<file path="src/hdl/mvc_pkg.sv">
// ----------------------------------------------------------------------------
// mvc_pkg
// Shared types and codes for the meter valve controller: phase codes, request
// codes, register indexes and the structures passed between its modules.
// ----------------------------------------------------------------------------
package mvc_pkg;

  // Phase codes of the valve sequencer.
  localparam logic [3:0] PH_OFF     = 4'd0;
  localparam logic [3:0] PH_START   = 4'd1;
  localparam logic [3:0] PH_START_X = 4'd2;
  localparam logic [3:0] PH_ON      = 4'd3;
  localparam logic [3:0] PH_ON_X    = 4'd4;
  localparam logic [3:0] PH_SREL    = 4'd5;
  localparam logic [3:0] PH_SREL_X  = 4'd6;
  localparam logic [3:0] PH_DELAY   = 4'd7;
  localparam logic [3:0] PH_DELAY_X = 4'd8;
  localparam logic [3:0] PH_RELEASE = 4'd9;

  // Request codes carried by an input request.
  localparam logic [2:0] REQ_STEP     = 3'd0;
  localparam logic [2:0] REQ_START    = 3'd1;
  localparam logic [2:0] REQ_START_X  = 3'd2;
  localparam logic [2:0] REQ_RELEASE  = 3'd3;
  localparam logic [2:0] REQ_TOP_REED = 3'd4;

  // Configuration register indexes.
  localparam logic [7:0] CFG_VALVE_ON_TIME_MS     = 8'd0;
  localparam logic [7:0] CFG_REED_NORMALLY_CLOSED = 8'd1;

  // The on-time is kept in 10 ms ticks. floor(ms / 10) is taken as
  // (ms * 52429) >> 19, which is exact for every 16-bit value.
  localparam int          TICK_W       = 13;
  localparam logic [16:0] DIV10_MUL    = 17'd52429;
  localparam int          DIV10_SHIFT  = 19;
  localparam logic [15:0] ON_MS_RESET  = 16'd1000;
  localparam logic [TICK_W-1:0] ON_TICKS_RESET = TICK_W'(ON_MS_RESET / 10);

  typedef struct packed {
    logic [TICK_W-1:0] on_ticks;
    logic              reed_nc;
  } cfg_t;

  typedef struct packed {
    logic [2:0]  req_type;
    logic [15:0] now_10ms;
    logic        reed_level;
    logic        stop_short_release;
    logic        inhibit_reed_start;
  } req_t;

  typedef struct packed {
    logic       valve_drive;
    logic [3:0] valve_phase;
    logic       dump_done;
  } result_t;

endpackage

</file>
<file path="src/hdl/mvc_cfg_regs.sv">
// ----------------------------------------------------------------------------
// mvc_cfg_regs
// Configuration registers. The on-time is converted from milliseconds to
// 10 ms ticks as it is written, so the sequencer only sees ticks.
// ----------------------------------------------------------------------------
module mvc_cfg_regs
  import mvc_pkg::*;
(
  input  logic        clk,
  input  logic        rst_n,
  input  logic        cfg_valid,
  input  logic [7:0]  cfg_index,
  input  logic [15:0] cfg_data,
  output cfg_t        cfg
);

  logic [TICK_W-1:0] on_ticks_r, on_ticks_nxt;
  logic              reed_nc_r, reed_nc_nxt;
  logic [32:0]       div_prod;

  assign div_prod = 33'(cfg_data) * 33'(DIV10_MUL);

  always_comb begin
    on_ticks_nxt = on_ticks_r;
    reed_nc_nxt  = reed_nc_r;
    if (cfg_valid) begin
      if (cfg_index == CFG_VALVE_ON_TIME_MS) begin
        on_ticks_nxt = div_prod[DIV10_SHIFT +: TICK_W];
      end
      if (cfg_index == CFG_REED_NORMALLY_CLOSED) begin
        reed_nc_nxt = cfg_data[0];
      end
    end
  end

  always_ff @(posedge clk) begin
    if (!rst_n) begin
      on_ticks_r <= ON_TICKS_RESET;
      reed_nc_r  <= 1'b0;
    end else begin
      on_ticks_r <= on_ticks_nxt;
      reed_nc_r  <= reed_nc_nxt;
    end
  end

  assign cfg.on_ticks = on_ticks_r;
  assign cfg.reed_nc  = reed_nc_r;

endmodule

</file>
<file path="src/hdl/mvc_seq.sv">
// ----------------------------------------------------------------------------
// mvc_seq
// Valve sequencer: holds phase, phase start time and drive, and computes the
// result of one request in a single pass of combinational logic.
// ----------------------------------------------------------------------------
module mvc_seq
  import mvc_pkg::*;
#(
  parameter int RETRY_DELAY_TICKS = 20
)
(
  input  logic    clk,
  input  logic    rst_n,
  input  logic    step_en,
  input  req_t    req,
  input  cfg_t    cfg,
  output result_t res
);

  logic [3:0]  phase_r, phase_nxt;
  logic [15:0] start_r, start_nxt;
  logic        drive_r, drive_nxt;
  logic        done;
  logic [3:0]  phase_eff;
  logic        run_pass;
  logic [15:0] on_diff, delay_diff;
  logic        on_passed, delay_passed, settled;

  // Wrap-safe deadline compares: passed when now - deadline is below 0x8000.
  assign on_diff      = req.now_10ms - (start_r + 16'(cfg.on_ticks));
  assign delay_diff   = req.now_10ms - (start_r + 16'(RETRY_DELAY_TICKS));
  assign on_passed    = ~on_diff[15];
  assign delay_passed = ~delay_diff[15];
  assign settled      = cfg.reed_nc ? ~req.reed_level : req.reed_level;

  always_comb begin
    phase_eff = phase_r;
    run_pass  = 1'b1;
    unique case (req.req_type)
      REQ_START:    phase_eff = PH_START;
      REQ_START_X:  phase_eff = PH_START_X;
      REQ_RELEASE:  phase_eff = PH_RELEASE;
      REQ_TOP_REED: run_pass = 1'b0;
      default:      phase_eff = phase_r;
    endcase
  end

  always_comb begin
    phase_nxt = phase_eff;
    start_nxt = start_r;
    drive_nxt = drive_r;
    done      = 1'b0;
    if (!run_pass) begin
      if (!req.inhibit_reed_start) begin
        drive_nxt = 1'b1;
        start_nxt = req.now_10ms;
        phase_nxt = PH_ON;
      end else begin
        phase_nxt = phase_r;
      end
    end else begin
      unique case (phase_eff)
        PH_ON, PH_ON_X: begin
          if (on_passed) begin
            if (settled || phase_eff == PH_ON_X) begin
              drive_nxt = 1'b0;
              phase_nxt = PH_OFF;
              done      = 1'b1;
            end else begin
              if (!cfg.reed_nc) begin
                drive_nxt = 1'b0;
              end
              phase_nxt = PH_SREL;
            end
          end
        end
        PH_START, PH_START_X: begin
          drive_nxt = 1'b1;
          start_nxt = req.now_10ms;
          phase_nxt = (phase_eff == PH_START_X) ? PH_ON_X : PH_ON;
        end
        PH_RELEASE: begin
          drive_nxt = 1'b0;
          phase_nxt = PH_OFF;
        end
        PH_SREL, PH_SREL_X: begin
          drive_nxt = 1'b0;
          if (req.stop_short_release) begin
            phase_nxt = PH_OFF;
          end else begin
            start_nxt = req.now_10ms;
            phase_nxt = (phase_eff == PH_SREL_X) ? PH_DELAY_X : PH_DELAY;
          end
        end
        PH_DELAY, PH_DELAY_X: begin
          if (delay_passed) begin
            phase_nxt = (phase_eff == PH_DELAY_X) ? PH_START_X : PH_START;
          end
        end
        default: phase_nxt = phase_eff;
      endcase
    end
  end

  always_ff @(posedge clk) begin
    if (!rst_n) begin
      phase_r <= PH_OFF;
      start_r <= 16'd0;
      drive_r <= 1'b0;
    end else if (step_en) begin
      phase_r <= phase_nxt;
      start_r <= start_nxt;
      drive_r <= drive_nxt;
    end
  end

  assign res.valve_drive = drive_nxt;
  assign res.valve_phase = phase_nxt;
  assign res.dump_done   = done;

endmodule

</file>
<file path="src/hdl/meter_valve_controller.sv">
// ----------------------------------------------------------------------------
// meter_valve_controller
// Dump valve sequencer for a float meter, one result per request.
// ----------------------------------------------------------------------------
// How the block is used:
// Requests arrive on the in_ channel (valid/ready). Each carries a request
// code, the 10 ms tick stamp, the raw reed level and two gating flags. Every
// accepted request yields exactly one result on the out_ channel with the
// valve drive, the phase after the update and the dump-done flag.
// Configuration writes come on the cfg_ channel; cfg_ready is always high and
// index 0 sets the on-time in ms, index 1 the reed contact type. Other indexes
// are accepted and ignored. Writes are meant for times when the block is idle.
// An accepted request is held in the input register, is processed as it
// moves into the result register, and its result is then valid on out_.
// Throughput: one request per clock while out_ready is high. The sequencer
// state is updated in the same cycle the result register is loaded, so the
// next request sees it.
// When the receiver stalls, the result register holds and the input register
// fills; in_ready drops only while both are full and out_ready is low.
// Reset (rst_n low, synchronous) clears both valid flags, sets the phase to
// off with the valve de-energised, start time zero, on-time 1000 ms and a
// normally open reed.
// ----------------------------------------------------------------------------
module meter_valve_controller
  import mvc_pkg::*;
#(
  parameter int RETRY_DELAY_TICKS = 20
)
(
  input  logic        clk,
  input  logic        rst_n,
  input  logic        in_valid,
  output logic        in_ready,
  input  logic [2:0]  in_req_type,
  input  logic [15:0] in_now_10ms,
  input  logic        in_reed_level,
  input  logic        in_stop_short_release,
  input  logic        in_inhibit_reed_start,
  output logic        out_valid,
  input  logic        out_ready,
  output logic        out_valve_drive,
  output logic [3:0]  out_valve_phase,
  output logic        out_dump_done,
  input  logic        cfg_valid,
  output logic        cfg_ready,
  input  logic [7:0]  cfg_index,
  input  logic [15:0] cfg_data
);

  cfg_t    cfg;
  req_t    req_r;
  result_t res;
  result_t res_r;
  logic    s1_valid_r, s1_valid_nxt;
  logic    out_valid_r, out_valid_nxt;
  logic    advance;
  logic    s1_fire;
  logic    in_fire;

  // The configuration port never stalls.
  assign cfg_ready = 1'b1;

  mvc_cfg_regs u_cfg (
    .clk       (clk),
    .rst_n     (rst_n),
    .cfg_valid (cfg_valid),
    .cfg_index (cfg_index),
    .cfg_data  (cfg_data),
    .cfg       (cfg)
  );

  // The result register can take a new value when it is empty or being read.
  assign advance  = !out_valid_r || out_ready;
  assign s1_fire  = s1_valid_r && advance;
  assign in_ready = !s1_valid_r || advance;
  assign in_fire  = in_valid && in_ready;

  always_comb begin
    s1_valid_nxt = s1_valid_r;
    if (in_fire) begin
      s1_valid_nxt = 1'b1;
    end else if (s1_fire) begin
      s1_valid_nxt = 1'b0;
    end
    out_valid_nxt = out_valid_r;
    if (advance) begin
      out_valid_nxt = s1_valid_r;
    end
  end

  // Input register: the request payload needs no reset.
  always_ff @(posedge clk) begin
    if (in_fire) begin
      req_r.req_type           <= in_req_type;
      req_r.now_10ms           <= in_now_10ms;
      req_r.reed_level         <= in_reed_level;
      req_r.stop_short_release <= in_stop_short_release;
      req_r.inhibit_reed_start <= in_inhibit_reed_start;
    end
  end

  mvc_seq #(
    .RETRY_DELAY_TICKS (RETRY_DELAY_TICKS)
  ) u_seq (
    .clk     (clk),
    .rst_n   (rst_n),
    .step_en (s1_fire),
    .req     (req_r),
    .cfg     (cfg),
    .res     (res)
  );

  // Result register.
  always_ff @(posedge clk) begin
    if (s1_fire) begin
      res_r <= res;
    end
  end

  always_ff @(posedge clk) begin
    if (!rst_n) begin
      s1_valid_r  <= 1'b0;
      out_valid_r <= 1'b0;
    end else begin
      s1_valid_r  <= s1_valid_nxt;
      out_valid_r <= out_valid_nxt;
    end
  end

  assign out_valid       = out_valid_r;
  assign out_valve_drive = res_r.valve_drive;
  assign out_valve_phase = res_r.valve_phase;
  assign out_dump_done   = res_r.dump_done;

endmodule

</file>
<file path="config.mk">
export PLATFORM = sky130hd
export DESIGN_NAME = meter_valve_controller
export DESIGN_NICKNAME = d
export VERILOG_FILES = /design/src/hdl/mvc_pkg.sv /design/src/hdl/mvc_cfg_regs.sv /design/src/hdl/mvc_seq.sv /design/src/hdl/meter_valve_controller.sv
export SDC_FILE = /design/constraint.sdc
export NUM_CORES = 1
export LEC_CHECK = 0
export BUFFER_PORTS_ARGS = -buffer_cell sky130_fd_sc_hd__buf_2
export CORE_MARGIN = 4
export CORE_UTILIZATION = 31
export CTS_BUF_LIST = sky130_fd_sc_hd__clkbuf_8
export DETAILED_ROUTE_END_ITERATION = 6
export PLACE_DENSITY = 0.46
export SKIP_LAST_GASP = 1
export SLEW_MARGIN = 0
export SYNTH_ARGS = -nofsm -noshare
export SYNTH_HDL_FRONTEND = slang
export SYNTH_SLANG_ARGS = --single-unit
</file>
<file path="constraint.sdc">
create_clock -name clk -period 6.1 [get_ports clk]
set_clock_uncertainty 0.05 [all_clocks]
set_input_delay 1.22 -clock clk [delete_from_list [all_inputs] [get_ports clk]]
set_output_delay 1.22 -clock clk [all_outputs]
set_load 0.005 [all_outputs]
</file>
==> results.toml, run 1 <==
[status]
run_status = "finished clean"

[logic_synthesis]
synthArstFlopShare_pct = 0
synth_top_cell_by_area = "ha_1"
ys.warnings.count = 0
syn_area_mm2 = 0.008683
ys_ff_latch = 65
yosys-top-cells-count = "inv_1, ha_1, fa_1, nand2_1, dfxtp_1"
yosysMostFrequentCell = "inv_1"
ys_seq_area_share_pct = 18.21
synth_edf_count = 28
syn_inst = 928
synthesis.nets = 1241
synthTopCellsByArea = "ha_1, fa_1, inv_1"
synth_flop_cell = "dfxtp_1"
ys_types = 68
synth_area_per_cell_um2 = 9.357
synth_top_cell_area_share_pct = 24.78

[die]
start_util_pct = 31.34
pin_count = 60
die_h_um = 175.4
coreArea_mm2 = 0.02771
fp-row-count = 61
fp.dieW_um = 175.4
die-area_mm2 = 0.03075

[setup_path]
max_stage_delay_ns = 0.53
critPathLaunchType = "primary input"
startpoint = "cfg_data[4]"
r2r_end = "out_valve_phase[3]$_DFFE_PP_"
path_class = "primary input to flop"
r2r_start = "req_r[9]$_DFFE_PP_"
critPathBufInv = 5
worstPathArrival_ns = 6.07
path_depth = 21
path_delay_family = "adder cells"
regToRegSetupSlack_ns = 2.89
endpoint_kind = "flop"
crit_required_ns = 6.25
slowest_stage = "fa_1"
crit_chain = "clkbuf_4, ha_4, xor2_4, ha_4, fa_1, inv_1, fa_1, inv_1, fa_1, inv_1, fa_1, inv_1, ha_2, a21oi_4, nand2_2, a2111oi_4, a21oi_2, a311o_2, a211oi_2, xnor2_1, a21oi_1"
reg2reg_depth = 10
critPathCapture = "u_cfg.on_ticks_r[12]$_SDFFE_PN0P_"
critPathMaxFanout = 4

[final_layout]
fin_util_pct = 37.94
antennaDiodeCount = 0
nets = 1373
syn2layout_area_growth_pct = 21.05
layout-drive-gt1-share_pct = 18.78

[place]
gp_congestion = 0.8728
hpwl_mm = 18.04
io_buffers = 58

[flow_run]
max-cap-violations = 0

[global_route]
grt_usage_pct = 13.77
grt_pass1_vias = 6492
grt_max_degree = 43
grt_pass1_wl_mm = 33.94
antenna_found_initial = 0
grt-ovfl-total = 0

[hold_path]
hold_class = "flop to flop"

[drt]
drt-pass1-iter-count = 4
vias_per_cell = 4.387
drtIter0Drc = 196
wl_per_cell_um = 14.36
drtAntennaViolNets = 0
drc = 0
wl_mm = 20.72
route.vias.total = 6331

[clock_network]
cts_made_buffers = 9
clock_latency_ns = 0.35
cts_tree = "done"
cts_sinks = 65
h-tree-depth = 3
clk_pin_slew_ns = 0.07
clock_path_buffers = 2
cts-hold-fix-buffers = 0
cts_root_buf = "clkbuf_8"

[sta]
finalCriticalPeriod_ns = 5.917
fin_crit_sh_pct = 97.00
setup_viol = 0
drv_slew = 0
max_slew_margin_pct = 24.03
tightestPinTransition_ns = 1.140
finalHoldViolCount = 0
timing.fmax_mhz = 169.0
hold_slack_ns = 0.4046

[power_and_ir_drop]
power.density_mw_per_mm2 = 427.6
p_leak_nw = 5.184
ir_drop_mv = 0.3490
sequential cells by signal, summed over array words and instances, names as in the netlist:
name and count:
req_r 22, out_valve_drive 1, out_dump_done 1, u_seq.phase_r 4, u_cfg.on_ticks_r 13, s1_valid_r 1, out_valid 1, u_seq.drive_r 1
u_seq.start_r 16, out_valve_phase 4, u_cfg.reed_nc_r 1
worst reg2reg max path, cell delays in order (launching register included):
cell and delay (ns):
edfxtp_1 0.43, fa_1 0.48, ha_1 0.31, a211oi_1 0.24
nand2_1 0.07, o21ai_0 0.25, a211o_1 0.18, nand4_2 0.19
a221oi_2 0.39, o21ai_1 0.17, a22o_1 0.21
what timing repair did:
action                                  4_1_cts  5_1_grt
gates resized for setup                      12       26
setup buffers                                 1        1
pin swaps                                    14       21
endpoints found under the hold margin         0        0
endpoints found under the setup margin        1        7
metrics by stage:
step | instances | instance area, um^2 | power (W) | setup TNS (ns) | setup slack [ns]
floorplan | 928 | 8707 | 0.002650 | 0 | 0.008646
global placement | 1425 | 9960 | 0.003702 | -2.102 | -0.3761
detailed placement | 1425 | 9960 | 0.003689 | -2.494 | -0.4233
CTS | 1442 | 10330 | 0.004336 | 0 | 0.01141
global route | 1443 | 10510 | 0.005054 | -0.001636 | -0.001636
finish | 1443 | 10510 | 0.004495 | 0 | 0.1832
placed cells by master, fill, tap and decap left out, types with 7 or more instances in the layout:
master / instances
xnor2_1: 7
a21oi_1: 26
nand2_1: 40
edfxtp_1: 28
o211ai_1: 10
fa_1: 89
xor2_1: 9
buf_4: 78
nor2b_1: 12
nor3_1: 15
clkbuf_8: 10
a21o_1: 15
nand3_1: 15
mux2i_1: 19
ha_4: 17
and2_1: 18
nand4_1: 7
nor2_1: 21
dfxtp_1: 37
a211oi_1: 9
buf_2: 55
o21ai_1: 11
ha_1: 153
o21ai_0: 16
inv_1: 249
worst min-delay path by stage:
stage / from / to / slack [ns] / cells past startpoint
5_1_grt: u_cfg.on_ticks_r[3]$_SDFFE_PN0P_ / u_cfg.on_ticks_r[3]$_SDFFE_PN0P_ / 0.43 / 2
6_report: u_cfg.on_ticks_r[3]$_SDFFE_PN0P_ / u_cfg.on_ticks_r[3]$_SDFFE_PN0P_ / 0.40 / 2
2_1_floorplan: u_cfg.on_ticks_r[3]$_SDFFE_PN0P_ / u_cfg.on_ticks_r[3]$_SDFFE_PN0P_ / 0.38 / 2
3_5_place_dp: u_cfg.on_ticks_r[3]$_SDFFE_PN0P_ / u_cfg.on_ticks_r[3]$_SDFFE_PN0P_ / 0.40 / 2
4_1_cts: u_cfg.on_ticks_r[3]$_SDFFE_PN0P_ / u_cfg.on_ticks_r[3]$_SDFFE_PN0P_ / 0.41 / 2
3_3_place_gp: u_cfg.on_ticks_r[3]$_SDFFE_PN0P_ / u_cfg.on_ticks_r[3]$_SDFFE_PN0P_ / 0.39 / 2
cell type report:
type / instances / area, um^2
clock buffers: 10 / 137.6
repair buffers: 134 / 868.3
multi-input cells: 597 / 6392
inverters: 253 / 950.9
clock inverters: 6 / 107.6
fillers: 2849 / 17190
flip-flops and latches: 65 / 1582
well taps: 378 / 473.0
routing by layer:
layer	part of all wire (%)	vias to the layer above	global-route usage [%]
met5	0	-	0
met4	1.7	0	3.011
met3	2.8	23	1.399
met2	46	90	22.76
met1	49	2922	19.61
li1	-	3296	-
logic make-up (layout without fill, tap and decap cells):
family | Yosys count | after routing | synth area share, %
xor+xnor | 19 | 19 | 2.003
buf+inv | 266 | 403 | 11.71
compound gates | 137 | 137 | 10.79
other cells | 1 | 1 | 0.04319
fa+ha+maj | 262 | 262 | 45.53
flops | 65 | 65 | 18.21
simple gates | 159 | 159 | 9.510
mux | 19 | 19 | 2.190
where the power goes:
part | leakage, nW | internal [W] | switching (W)
Combinational | 4.48 | 0.00175 | 0.00179
Clock | 0.128 | 0.000281 | 0.000177
Sequential | 0.573 | 0.000475 | 0.0000158
Note: power is estimated with default switching activity, not from simulation.
==> run 2: changes to the inputs <==
--- a/config.mk
+++ b/config.mk
@@ -15,4 +15,5 @@
 export SLEW_MARGIN = 0
 export SYNTH_ARGS = -nofsm -noshare
 export SYNTH_HDL_FRONTEND = slang
+export SYNTH_HIERARCHICAL = 1
 export SYNTH_SLANG_ARGS = --single-unit
==> run 2 against run 1 <==
Compared with the run above:
- wire length up 8.6%
- synthesized cell count grew 4.5%
- area after synthesis rose by 4.5%
- non-clock buffer count increased by 3
- via count up 8.2%
- die area grew 4.3%
- count of clock-buffer cells in the layout is the same
- worst hold slack gained 0.015 ns
- clock power down 7.0%
- sequential cell count unchanged
- first-iteration DRC count increased by 64%
- largest cell class unchanged
==> results.toml, run 2 <==
[status]
run_status = "finished clean"

[setup_path]
crit_required_ns = 6.30
crit_chain = "buf_2, ha_1, inv_1, fa_1, inv_1, fa_1, fa_1, fa_1, inv_1, fa_1, inv_1, ha_1, and3_2, a221o_1, a31oi_1, o21a_2, o221ai_2, xnor2_1, o211ai_1"
worstPathArrival_ns = 6.09
path_class = "primary input to flop"
max_stage_delay_ns = 0.54
critPathLaunchType = "primary input"
critPathMaxFanout = 3
path_delay_family = "adder cells"
endpoint_kind = "flop"
critPathBufInv = 5
crit_path_frequent_cell = "fa_1"
slowest_stage = "fa_1"

[logic_synthesis]
yosysMostFrequentCell = "inv_1"
synthesis.nets = 1284
ys_types = 82
synth_area_per_cell_um2 = 9.354
synth_top_cell_area_share_pct = 23.86
yosys-top-cells-count = "inv_1, ha_1, fa_1, nand2_1, a21oi_1"
synthTopCellsByArea = "ha_1, fa_1, inv_1"
synth_flop_cell = "dfxtp_1"
synthArstFlopShare_pct = 0
synth_edf_count = 28
synth_top_cell_by_area = "ha_1"
syn_inst = 970
ys_seq_area_share_pct = 17.43
ys_ff_latch = 65
ys.warnings.count = 6
syn_area_mm2 = 0.009074

[sta]
fin_ws_ns = 0.2140
setup_viol = 0
timing.fmax_mhz = 169.9
max_slew_margin_pct = 56.87
finalCriticalPeriod_ns = 5.886
finalHoldViolCount = 0
fin_crit_sh_pct = 96.49
fin_setup_tns_ns = 0
tightestPinTransition_ns = 0.6447
rsz0062_at_grt = "true"
drv_slew = 0

[die]
die_h_um = 179.1
die-area_mm2 = 0.03207
fp-row-count = 62
coreArea_mm2 = 0.02878
pin_count = 60
fp.dieW_um = 179.1
start_util_pct = 31.53

[global_route]
grt_usage_pct = 15.05
grt-ovfl-total = 0
grt_pass1_vias = 7271
grt_pass1_wl_mm = 37.91
grt_max_degree = 29
antenna_found_initial = 0

[clock_network]
h-tree-depth = 3
cts_tree = "done"
cts_root_buf = "clkbuf_8"
clock_latency_ns = 0.38
cts_made_buffers = 9
clk_pin_slew_ns = 0.09
cts-hold-fix-buffers = 0
postCtsSetupBuffers = 0
cts_sinks = 65
clock_path_buffers = 2

[final_layout]
final_cell_mix = "inv_1, ha_1, fa_1"
final_common_cell = "inv_1"
largest_reg_flops = 22
layout-drive-gt1-share_pct = 17.43
final_cells = 1491
reg_top3 = "req_r x22, u_seq/start_r x16, u_cfg/on_ticks_r x13"
syn2layout_area_growth_pct = 16.78
fillCellCount = 3000
largest-register = "req_r"
antennaDiodeCount = 0
nets = 1416

[place]
io_buffers = 58
place_inst = 1475
pre_cts_slack_ns = -0.2002
hpwl_mm = 19.60
gp_congestion = 0.8735

[power_and_ir_drop]
total_power_w = 0.004868
seqPwrFrac_pct = 10.2
p_leak_nw = 5.364
swShare_pct = 48.36
switchingPower_w = 0.002354
p_int_w = 0.002514
pwr-share-comb_pct = 81.1
ir_drop_mv = 0.3814
clockPowerShare_pct = 8.7
power.density_mw_per_mm2 = 459.4

[drt]
drt-pass1-iter-count = 5
drtAntennaViolNets = 0
route.vias.total = 6849
wl_per_cell_um = 15.09
wl_mm = 22.50
vias_per_cell = 4.594
drc = 0
drtIter0Drc = 322

[hold_path]
hold_class = "flop to flop"

[flow_run]
max-cap-violations = 0
-- run 2: area by class of cell --
type / instances / area [um^2] / area share (%)
multi-input cells: 652 / 6535 / 61.67
flip-flops and latches: 65 / 1582 / 14.93
inverters: 237 / 889.6 / 8.395
repair buffers: 137 / 883.3 / 8.336
well taps: 384 / 480.5 / 4.534
clock buffers: 10 / 137.6 / 1.299
clock inverters: 6 / 88.84 / 0.8384
-- run 2: path summary, 6_finish.rpt --
check                                         start  slack [ns]  depth (start not counted)                                end
setup / recovery                        cfg_data[7]        0.21                         19   u_cfg/on_ticks_r[6]$_SDFFE_PN1P_
hold reg to reg   u_cfg/on_ticks_r[10]$_SDFFE_PN0P_        0.42                          2  u_cfg/on_ticks_r[10]$_SDFFE_PN0P_
hold / removal    u_cfg/on_ticks_r[10]$_SDFFE_PN0P_        0.42                          2  u_cfg/on_ticks_r[10]$_SDFFE_PN0P_
setup reg to reg                 req_r[7]$_DFFE_PP_        3.02                          8            out_dump_done$_DFFE_PP_
-- run 2: kinds of logic (layout without fill, tap and decap cells) --
group           Yosys count  in the layout  synth area share, %
mux                      20             20                2.206
simple gates            179            179                10.66
fa+ha+maj               263            263                43.71
buf+inv                 253            390                10.98
compound gates          167            167                12.77
other cells               1              1              0.04133
flops                    65             65                17.43
xor+xnor                 22             22                2.206
-- run 2: worst min-delay path, stage by stage, from the launching register on --
cell and delay, ns:
dfxtp_1 0.32, nand3_1 0.06, o21ai_1 0.05
-- run 2: stage by stage --
stage,cell area (um^2),hold slack (ns),util [%]
final,10600,0.4199,36.82
after global routing,10600,0.4647,36.82
after CTS,10560,0.4217,36.70
after detailed placement,10330,0.4082,35.91
after global placement,10330,0.4124,35.91
after floorplan,9074,0.3869,-
-- run 2: metal layers --
metal,GRT usage (%),vias up,part of all wire [%]
met1,21.01,3235,50
li1,-,3491,-
met4,2.910,0,1.2
met5,0,-,0
met3,1.603,20,2.7
met2,25.38,103,46
-- run 2: timing repair --
action                                 CTS  global route
setup endpoints to repair                0             6
endpoints found under the hold margin    0             0
resized for setup                        0             7
-- run 2: power by group through the flow --
stage / clock network, W / registers [W] / logic (W)
after floorplan: 0 / 0.000499 / 0.00253
after global placement: 0 / 0.000506 / 0.00390
after detailed placement: 0 / 0.000506 / 0.00387
after CTS: 0.000441 / 0.000496 / 0.00392
after global routing: 0.000459 / 0.000499 / 0.00455
final: 0.000426 / 0.000496 / 0.00395
